==> src/sv/pingpong_record_store_crc16_core_macros.svh <==
// ---------------------------------------------------------------------------
// record store assertion macros
// shared concurrent assertion forms, empty when SYNTH is defined
// ---------------------------------------------------------------------------
`ifndef PINGPONG_RECORD_STORE_CRC16_CORE_MACROS_SVH
`define PINGPONG_RECORD_STORE_CRC16_CORE_MACROS_SVH

`ifndef SYNTH
// same-cycle implication
`define PRSC_ASSERT_IMP(lbl, clk, rst, ante, cons) \
   lbl: assert property (@(posedge clk) disable iff (rst) (ante) |-> (cons)) \
      else $error("record store check failed");
// next-cycle implication
`define PRSC_ASSERT_NXT(lbl, clk, rst, ante, cons) \
   lbl: assert property (@(posedge clk) disable iff (rst) (ante) |=> (cons)) \
      else $error("record store check failed");
`else
`define PRSC_ASSERT_IMP(lbl, clk, rst, ante, cons)
`define PRSC_ASSERT_NXT(lbl, clk, rst, ante, cons)
`endif

`endif

==> src/sv/prsc_pkg.sv <==
// ---------------------------------------------------------------------------
// record store package
// record layout, operation and status codes, byte-wise crc-16 step
// ---------------------------------------------------------------------------
package prsc_pkg;

   localparam int SET_NUM   = 6;
   localparam int SET_W     = 16;
   localparam int SEQ_W     = 32;
   localparam int MARK_W    = 16;
   localparam int REC_BYTES = 18;
   localparam int REC_W     = REC_BYTES * 8;
   localparam int CNT_W     = $clog2(REC_BYTES);

   localparam logic [15:0] CRC_INIT    = 16'hFFFF;
   localparam logic [15:0] CRC_POLY    = 16'hA001;
   localparam logic [15:0] MAGIC_RESET = 16'h5745;

   // operation codes
   localparam logic [1:0] OP_LOAD   = 2'd0;
   localparam logic [1:0] OP_SAVE   = 2'd1;
   localparam logic [1:0] OP_PRESET = 2'd2;

   // status codes
   localparam logic [2:0] STS_LOADED    = 3'd0;
   localparam logic [2:0] STS_EMPTY     = 3'd1;
   localparam logic [2:0] STS_UNCHANGED = 3'd2;
   localparam logic [2:0] STS_WRITTEN   = 3'd3;
   localparam logic [2:0] STS_PRESET    = 3'd4;

   typedef enum logic [2:0] {
      ST_IDLE,
      ST_CHECK,
      ST_DECIDE,
      ST_SEAL,
      ST_REPLY
   } state_type;

   typedef logic [SET_NUM-1:0][SET_W-1:0] set_type;

   typedef struct packed {
      logic [MARK_W-1:0] check;
      logic [MARK_W-1:0] mark;
      set_type           set;
      logic [SEQ_W-1:0]  seq;
   } rec_type;

   // record bytes as sent to the crc, first byte in the low bits
   function automatic logic [REC_W-1:0] rec_bits(input rec_type r);
      rec_bits = {r.mark, r.set, r.seq};
   endfunction

   // one byte into crc-16/modbus, eight bit steps
   function automatic logic [15:0] crc_byte(input logic [15:0] c, input logic [7:0] b);
      logic [15:0] v;
      v = c ^ {8'h00, b};
      for (int k = 0; k < 8; k++) begin
         v = v[0] ? ((v >> 1) ^ CRC_POLY) : (v >> 1);
      end
      crc_byte = v;
   endfunction

endpackage

==> src/sv/pingpong_record_store_crc16_core.sv <==
// ---------------------------------------------------------------------------
// ping-pong record store with crc-16/modbus
// two record slots, newest valid slot on load, alternating slot on save
// ---------------------------------------------------------------------------
// usage
//   req channel: one beat per command; tuser carries op and slot, tdata the
//   raw sequence, six settings, mark and check (preset uses all of them, save
//   uses the settings, load none).
//   rsp channel: one beat per load, save or preset; op 3 gives no beat.
//   csr channel: writes the 16-bit record mark, taken in any cycle; write it
//   only while no command is in flight.
// sequence
//   load: a crc pass over the 18 record bytes of both slots in parallel, one byte
//   per cycle and slot, then a decide step and a reply step that registers the beat.
//   save that writes: another crc pass on the new record before the reply.
//   preset: straight to the reply step. one command at a time, the next taken
//   once the beat is registered; req_tready is high only when idle.
// reset
//   both slots read as erased (all ones), mark returns to 0x5745.
// stall
//   a beat waiting on rsp_tready does not block the next command; a finished
//   command waits in its reply step until the output register is free.
// ---------------------------------------------------------------------------
module pingpong_record_store_crc16_core (
   input  logic         clock,
   input  logic         reset,
   // request: tuser = op[1:0], slot[2]
   input  logic         req_tvalid,
   output logic         req_tready,
   input  logic [2:0]   req_tuser,
   // request: tdata = seq_value[31:0], zero_offset, meas_window, avg_window,
   //          full_travel, code_closed, code_open, mark_value, check_value
   input  logic [159:0] req_tdata,
   // response: tuser = status[2:0], slot_used[3]
   output logic         rsp_tvalid,
   input  logic         rsp_tready,
   output logic [3:0]   rsp_tuser,
   // response: tdata = seq_out[31:0], out_offset, out_window, out_avg,
   //           out_travel, out_closed, out_open
   output logic [127:0] rsp_tdata,
   // record mark write
   input  logic         csr_valid,
   output logic         csr_ready,
   input  logic [15:0]  csr_data
);
   import prsc_pkg::*;

   state_type         state_ff, state_in;
   rec_type           slot_ff [2];
   rec_type           slot_in [2];
   logic [MARK_W-1:0] magic_ff, magic_in;
   logic [1:0]        op_ff, op_in;
   logic [2:0]        sts_ff, sts_in;
   logic              used_ff, used_in;
   logic              empty_ff, empty_in;
   logic [CNT_W-1:0]  cnt_ff, cnt_in;
   logic              rsp_valid_ff, rsp_valid_in;
   logic [3:0]        rsp_user_ff, rsp_user_in;
   logic [127:0]      rsp_data_ff, rsp_data_in;
   set_type           set_ff, set_in;
   logic [REC_W-1:0]  shift_a_ff, shift_a_in;
   logic [REC_W-1:0]  shift_b_ff, shift_b_in;
   logic [15:0]       crc_a_ff, crc_a_in;
   logic [15:0]       crc_b_ff, crc_b_in;

   logic              req_fire;
   logic              last_byte;
   logic              valid_a, valid_b, cur_valid, cur;
   logic [SEQ_W-1:0]  next_seq;
   rec_type           new_rec;

   assign req_tready = (state_ff == ST_IDLE);
   assign req_fire   = req_tvalid && req_tready;
   assign csr_ready  = 1'b1;
   assign rsp_tvalid = rsp_valid_ff;
   assign rsp_tuser  = rsp_user_ff;
   assign rsp_tdata  = rsp_data_ff;
   assign last_byte  = (cnt_ff == CNT_W'(REC_BYTES - 1));

   // slot validity and newest slot choice
   assign valid_a   = (slot_ff[0].mark == magic_ff) && (crc_a_ff == slot_ff[0].check);
   assign valid_b   = (slot_ff[1].mark == magic_ff) && (crc_b_ff == slot_ff[1].check);
   assign cur_valid = valid_a || valid_b;
   assign cur       = (valid_a && valid_b) ? (slot_ff[0].seq < slot_ff[1].seq) : !valid_a;
   assign next_seq  = cur_valid ? (slot_ff[cur].seq + SEQ_W'(1)) : SEQ_W'(1);

   // record written by a save, check filled in after the crc pass
   always_comb begin
      new_rec       = slot_ff[0];
      new_rec.seq   = next_seq;
      new_rec.set   = set_ff;
      new_rec.mark  = magic_ff;
      new_rec.check = slot_ff[cur_valid ? !cur : 1'b0].check;
   end

   // state register and slots
   always_ff @(posedge clock) begin
      if (reset) begin
         state_ff     <= ST_IDLE;
         slot_ff[0]   <= '1;
         slot_ff[1]   <= '1;
         magic_ff     <= MAGIC_RESET;
         rsp_valid_ff <= 1'b0;
         cnt_ff       <= '0;
      end else begin
         state_ff     <= state_in;
         slot_ff[0]   <= slot_in[0];
         slot_ff[1]   <= slot_in[1];
         magic_ff     <= magic_in;
         rsp_valid_ff <= rsp_valid_in;
         cnt_ff       <= cnt_in;
      end
   end

   // payload registers
   always_ff @(posedge clock) begin
      op_ff       <= op_in;
      sts_ff      <= sts_in;
      used_ff     <= used_in;
      empty_ff    <= empty_in;
      rsp_user_ff <= rsp_user_in;
      rsp_data_ff <= rsp_data_in;
      set_ff      <= set_in;
      shift_a_ff  <= shift_a_in;
      shift_b_ff  <= shift_b_in;
      crc_a_ff    <= crc_a_in;
      crc_b_ff    <= crc_b_in;
   end

   // next state and datapath
   always_comb begin
      state_in     = state_ff;
      slot_in[0]   = slot_ff[0];
      slot_in[1]   = slot_ff[1];
      magic_in     = magic_ff;
      op_in        = op_ff;
      sts_in       = sts_ff;
      used_in      = used_ff;
      empty_in     = empty_ff;
      cnt_in       = cnt_ff;
      rsp_valid_in = rsp_valid_ff;
      rsp_user_in  = rsp_user_ff;
      rsp_data_in  = rsp_data_ff;
      set_in       = set_ff;
      shift_a_in   = shift_a_ff;
      shift_b_in   = shift_b_ff;
      crc_a_in     = crc_a_ff;
      crc_b_in     = crc_b_ff;

      // mark register write
      if (csr_valid) begin
         magic_in = csr_data;
      end

      // result beat taken
      if (rsp_valid_ff && rsp_tready) begin
         rsp_valid_in = 1'b0;
      end

      unique case (state_ff)
         ST_IDLE: begin
            if (req_fire) begin
               op_in  = req_tuser[1:0];
               set_in = req_tdata[127:32];
               priority if (req_tuser[1:0] == OP_PRESET) begin
                  slot_in[req_tuser[2]] = req_tdata;
                  sts_in   = STS_PRESET;
                  used_in  = req_tuser[2];
                  empty_in = 1'b0;
                  state_in = ST_REPLY;
               end else if (req_tuser[1:0] == OP_LOAD || req_tuser[1:0] == OP_SAVE) begin
                  shift_a_in = rec_bits(slot_ff[0]);
                  shift_b_in = rec_bits(slot_ff[1]);
                  crc_a_in   = CRC_INIT;
                  crc_b_in   = CRC_INIT;
                  cnt_in     = '0;
                  state_in   = ST_CHECK;
               end else begin
                  state_in = ST_IDLE;
               end
            end
         end
         // one byte per slot per cycle through the crc
         ST_CHECK: begin
            crc_a_in   = crc_byte(crc_a_ff, shift_a_ff[7:0]);
            crc_b_in   = crc_byte(crc_b_ff, shift_b_ff[7:0]);
            shift_a_in = shift_a_ff >> 8;
            shift_b_in = shift_b_ff >> 8;
            cnt_in     = cnt_ff + CNT_W'(1);
            if (last_byte) begin
               state_in = ST_DECIDE;
            end
         end
         ST_DECIDE: begin
            empty_in = 1'b0;
            priority if (op_ff == OP_LOAD) begin
               sts_in   = cur_valid ? STS_LOADED : STS_EMPTY;
               empty_in = !cur_valid;
               used_in  = cur_valid && cur;
               state_in = ST_REPLY;
            end else if (cur_valid && (slot_ff[cur].set == set_ff)) begin
               sts_in   = STS_UNCHANGED;
               used_in  = cur;
               state_in = ST_REPLY;
            end else begin
               // write the other slot (slot 0 if none is valid), then seal it with its crc
               used_in                  = cur_valid ? !cur : 1'b0;
               slot_in[used_in]         = new_rec;
               shift_a_in               = rec_bits(new_rec);
               crc_a_in                 = CRC_INIT;
               cnt_in                   = '0;
               sts_in                   = STS_WRITTEN;
               state_in                 = ST_SEAL;
            end
         end
         ST_SEAL: begin
            crc_a_in   = crc_byte(crc_a_ff, shift_a_ff[7:0]);
            shift_a_in = shift_a_ff >> 8;
            cnt_in     = cnt_ff + CNT_W'(1);
            if (last_byte) begin
               slot_in[used_ff].check = crc_a_in;
               state_in               = ST_REPLY;
            end
         end
         // load the output register once it is free
         ST_REPLY: begin
            if (!rsp_valid_ff || rsp_tready) begin
               rsp_valid_in = 1'b1;
               rsp_user_in  = {used_ff, sts_ff};
               rsp_data_in  = empty_ff ? '0 : {slot_ff[used_ff].set, slot_ff[used_ff].seq};
               state_in     = ST_IDLE;
            end
         end
      endcase
   end

   `include "pingpong_record_store_crc16_core_macros.svh"

   `PRSC_ASSERT_IMP(a_seal_only_on_save, clock, reset, state_ff == ST_SEAL, op_ff == OP_SAVE)
   `PRSC_ASSERT_NXT(a_check_ends_in_decide, clock, reset,
                    state_ff == ST_CHECK && last_byte, state_ff == ST_DECIDE)
   `PRSC_ASSERT_IMP(a_empty_reply_is_zero, clock, reset,
                    rsp_valid_ff && rsp_user_ff[2:0] == STS_EMPTY,
                    rsp_data_ff == '0 && !rsp_user_ff[3])

endmodule
==> config.mk <==
export PLATFORM = sky130hd
export DESIGN_NAME = pingpong_record_store_crc16_core
export DESIGN_NICKNAME = d
export VERILOG_FILES = /design/src/sv/prsc_pkg.sv /design/src/sv/pingpong_record_store_crc16_core.sv
export VERILOG_INCLUDE_DIRS = /design/src /design/src/sv
export SDC_FILE = /design/constraint.sdc
export NUM_CORES = 2
export LEC_CHECK = 0
export ABC_AREA = 1
export BUFFER_PORTS_ARGS = -buffer_cell sky130_fd_sc_hd__buf_2
export CORE_MARGIN = 3
export CORE_UTILIZATION = 60
export DETAILED_ROUTE_END_ITERATION = 6
export PLACE_DENSITY = 0.79
export SETUP_SLACK_MARGIN = 0.02
export SYNTH_ARGS = -nofsm -noshare
export SYNTH_HDL_FRONTEND = slang
export SYNTH_SLANG_ARGS = --single-unit
==> constraint.sdc <==
create_clock -name clock -period 16.3 [get_ports clock]
set_clock_uncertainty 0.05 [all_clocks]
set_input_delay 1.63 -clock clock [delete_from_list [all_inputs] [get_ports clock]]
set_output_delay 1.63 -clock clock [all_outputs]
set_load 0.01 [all_outputs]
==> results.ini <==
[setup_path]
timing.critical_path.required_ns = 16.83
path_class = reg -> reg
critical_path.max_stage_delay_ns = 0.92
critical_path_end_type = flop
crit_path_top_cell_by_count = nand2_1
worst_setup_path_start_kind = flop
critical_path.slowest_cell = buf_4
reg2reg_setup_slack_ns = 6.91
rr_worst_depth = 31
worst-path-max-fanout = 89
worstPathArrival_ns = 9.92

[min_path]
hold_start = sts_ff[2]$_DFFE_PP_
min_path_type = reg -> reg
hold-path-endpoint = rsp_tuser[2]$_DFFE_PP_
min_path_cells = 0

[die]
die_w_um = 292
io_pins = 319
core_um2 = 80700
die_h_um = 292
start_util_pct = 60.7
floorplan.rows = 104
die-area_um2 = 85100

[cts]
clock_tree.htree_level_count = 3
tritoncts_num_sinks = 900
clkTransAtPathRegs_ns = 0.07
clock_tree_from_tritoncts = yes
later_pin_clock_latency_in_the_skew_report_ns = 0.67
ctsHoldBuffers = 0
ctsResizeCount = 0
clock-root-buffer = clkbuf_16
clock_path_buffers = 3
postCtsSetupBuffers = 0
cts-buffers-inserted = 95

[final_layout]
most-common-layout-cells = nand2_1 (1,644), nand3_1 (615), edfxtp_1 (555), inv_1 (525), o21ai_0 (462)
finalNetCount = 6463
layout.cells.most_common = nand2_1
fillerInstances = 6696
layout-drive-gt1-share_pct = 9.23
areaGrowthSynthToFinish_pct = 10.4
finish.utilization_pct = 67.0

[synthesis]
ys_ff_latch = 900
yosys_warnings = 0
post-synth-top-area-cell = edfxtp_1
seq_area_frac_synth_pct = 48.1
synth_cells = 6228
ys_top_cells_by_area = edfxtp_1 (34%), dfxtp_1 (14%), nand2_1 (13%), nand3_1 (6.3%), o211ai_1 (5.1%)
post-synth-top-area-fraction_pct = 34.0
post_synth.cell_area_avg_um2 = 7.86
synth_area_um2 = 49000
synthesis.nets = 6446
synth_cell_types = 41

[flow_run]
drv_cap = 0

[timing]
period_minus_slack_ns = 9.39
max_clock_freq_mhz = 107
slew_headroom_pct = 10.4
rsz0062_at_grt = no
final-setup-viol-count = 0
hold_violations = 0
worst-slew-pin-transition_ns = 1.34
totalNegativeSetupSlack_ns = 0
share_of_the_clock_period_used_by_the_worst_path_pct = 57.6
final-max-slew-violation-count = 0

[routing]
detailedRoute.firstIterationViolations = 7666
routed-via-count = 49166
drt-wirelength-per-cell_um = 24.2
drc_errors = 0
dr.pass1.iters = 7
vias_per_cell = 6.65
final_antenna_net_count = 0
wl_um = 179000

[place]
post-dp-hpwl_um = 105000
place.port_buffers = 317
placer_s_final_routability_congestion_estimate = 0.977

[pwr]
pwr-share-comb_pct = 44.0
p_seq_share_pct = 36.0
ir_worst_vdd_mv = 0.210
power_density_nw_per_um2 = 217
static-leakage-power_uw = 0.0237
power.share.switching_pct = 44.8
pwr-share-clk_pct = 20.1
p_sw_uw = 5260
intPower_uw = 6480

[global_route]
grt_first_pass_wirelength_um = 271000
antenna_violations_before_repair = 5
grt.total_usage_pct = 40.6
grt_max_degree = 172
number_of_global_route_vias_before_repair = 46135
grt_remaining_overflow = 0

[run_status]
status = complete, no violations

-- synth_stat cells, drive strengths merged --
master,n
a211oi,128
a21o,4
a21oi,175
a221o,11
a22oi,34
a31o,1
a31oi,1
buf,163
clkbuf,291
clkinv,3
conb,1
dfxtp,345
edfxtp,555
ha,34
inv,549
nand2,1647
nand3,618
nand3b,6
nand4,299
nor2,405
nor3,7
nor4,1
o211ai,331
o21a,1
o21ai,471
o221ai,29
o22ai,38
or2,7
xnor2,43
xor2,30
-- layout make-up --
cell class / instances / area (µm²) / area share, %
antenna: 2 / 5.00 / 0.00926
clock buffer: 124 / 2650 / 4.90
clock inverter: 54 / 706 / 1.31
inverter: 552 / 2120 / 3.93
multi-input combinational: 4322 / 21600 / 40.0
sequential: 900 / 23600 / 43.6
tap: 1060 / 1330 / 2.45
timing repair buffer: 374 / 2050 / 3.80
-- cells by family (layout without fill, tap and decap cells) --
kind of cell | after synthesis | in the layout | synth area share, %
AO/OA/AOI/OAI | 1224 | 1224 | 15.5
other | 1 | 3 | 0.00766
flip-flops | 900 | 900 | 48.1
buffers and inverters | 1006 | 1104 | 7.95
AND/OR/NAND/NOR | 2990 | 2990 | 26.2
XOR/XNOR | 73 | 73 | 1.31
adder cells (fa/ha/maj) | 34 | 34 | 0.869
-- critical path: cells and delay by family (launching register included) --
kind,cells,cell delay [ns]
and+or+nand+nor,21,3.80
buffers and inverters,8,4.41
DFF,1,0.35
AOI/OAI and AO/OA,1,0.16
adders and majority gates,1,0.30
-- metal layers --
layer	routed length [µm]	vias to the layer above	track usage [%]
met5	22	-	0
met4	10800	4	22.4
met3	25300	767	8.73
met2	77400	4021	60.9
met1	65700	22746	55.0
li1	-	21628	-
-- worst max path at each step --
stage / start / end / slack [ns] / cells after the start
after floorplan: rsp_tready / rsp_tdata[0]$_SDFFCE_PP0P_ / 4.87 / 2
after global placement: flop / flop / 7.38 / 31
after detailed placement: flop / flop / 7.31 / 31
after CTS: flop / flop / 7.25 / 31
after global routing: flop / flop / 6.57 / 31
final: flop / flop / 6.91 / 31
-- through the flow --
stage	power, µW	hold slack, ns	instances	cell area (µm²)	setup WS (ns)
2_1_floorplan	7470	0.350	6228	49000	4.87
3_3_place_gp	9080	0.352	7208	50700	7.38
3_5_place_dp	9150	0.363	7208	50700	7.31
4_1_cts	11500	0.378	7386	54000	7.25
5_1_grt	12300	0.391	7387	54100	6.57
6_report	11700	0.376	7388	54100	6.91
-- power by group through the flow --
stage          Sequential (µW)  Combinational [µW]  Clock, µW
2_1_floorplan             4190                3280          0
3_3_place_gp              4200                4870          0
3_5_place_dp              4220                4930          0
4_1_cts                   4190                4970       2360
5_1_grt                   4290                5540       2450
6_report                  4220                5170       2360
No activity file was read; power rests on OpenSTA's default activity.
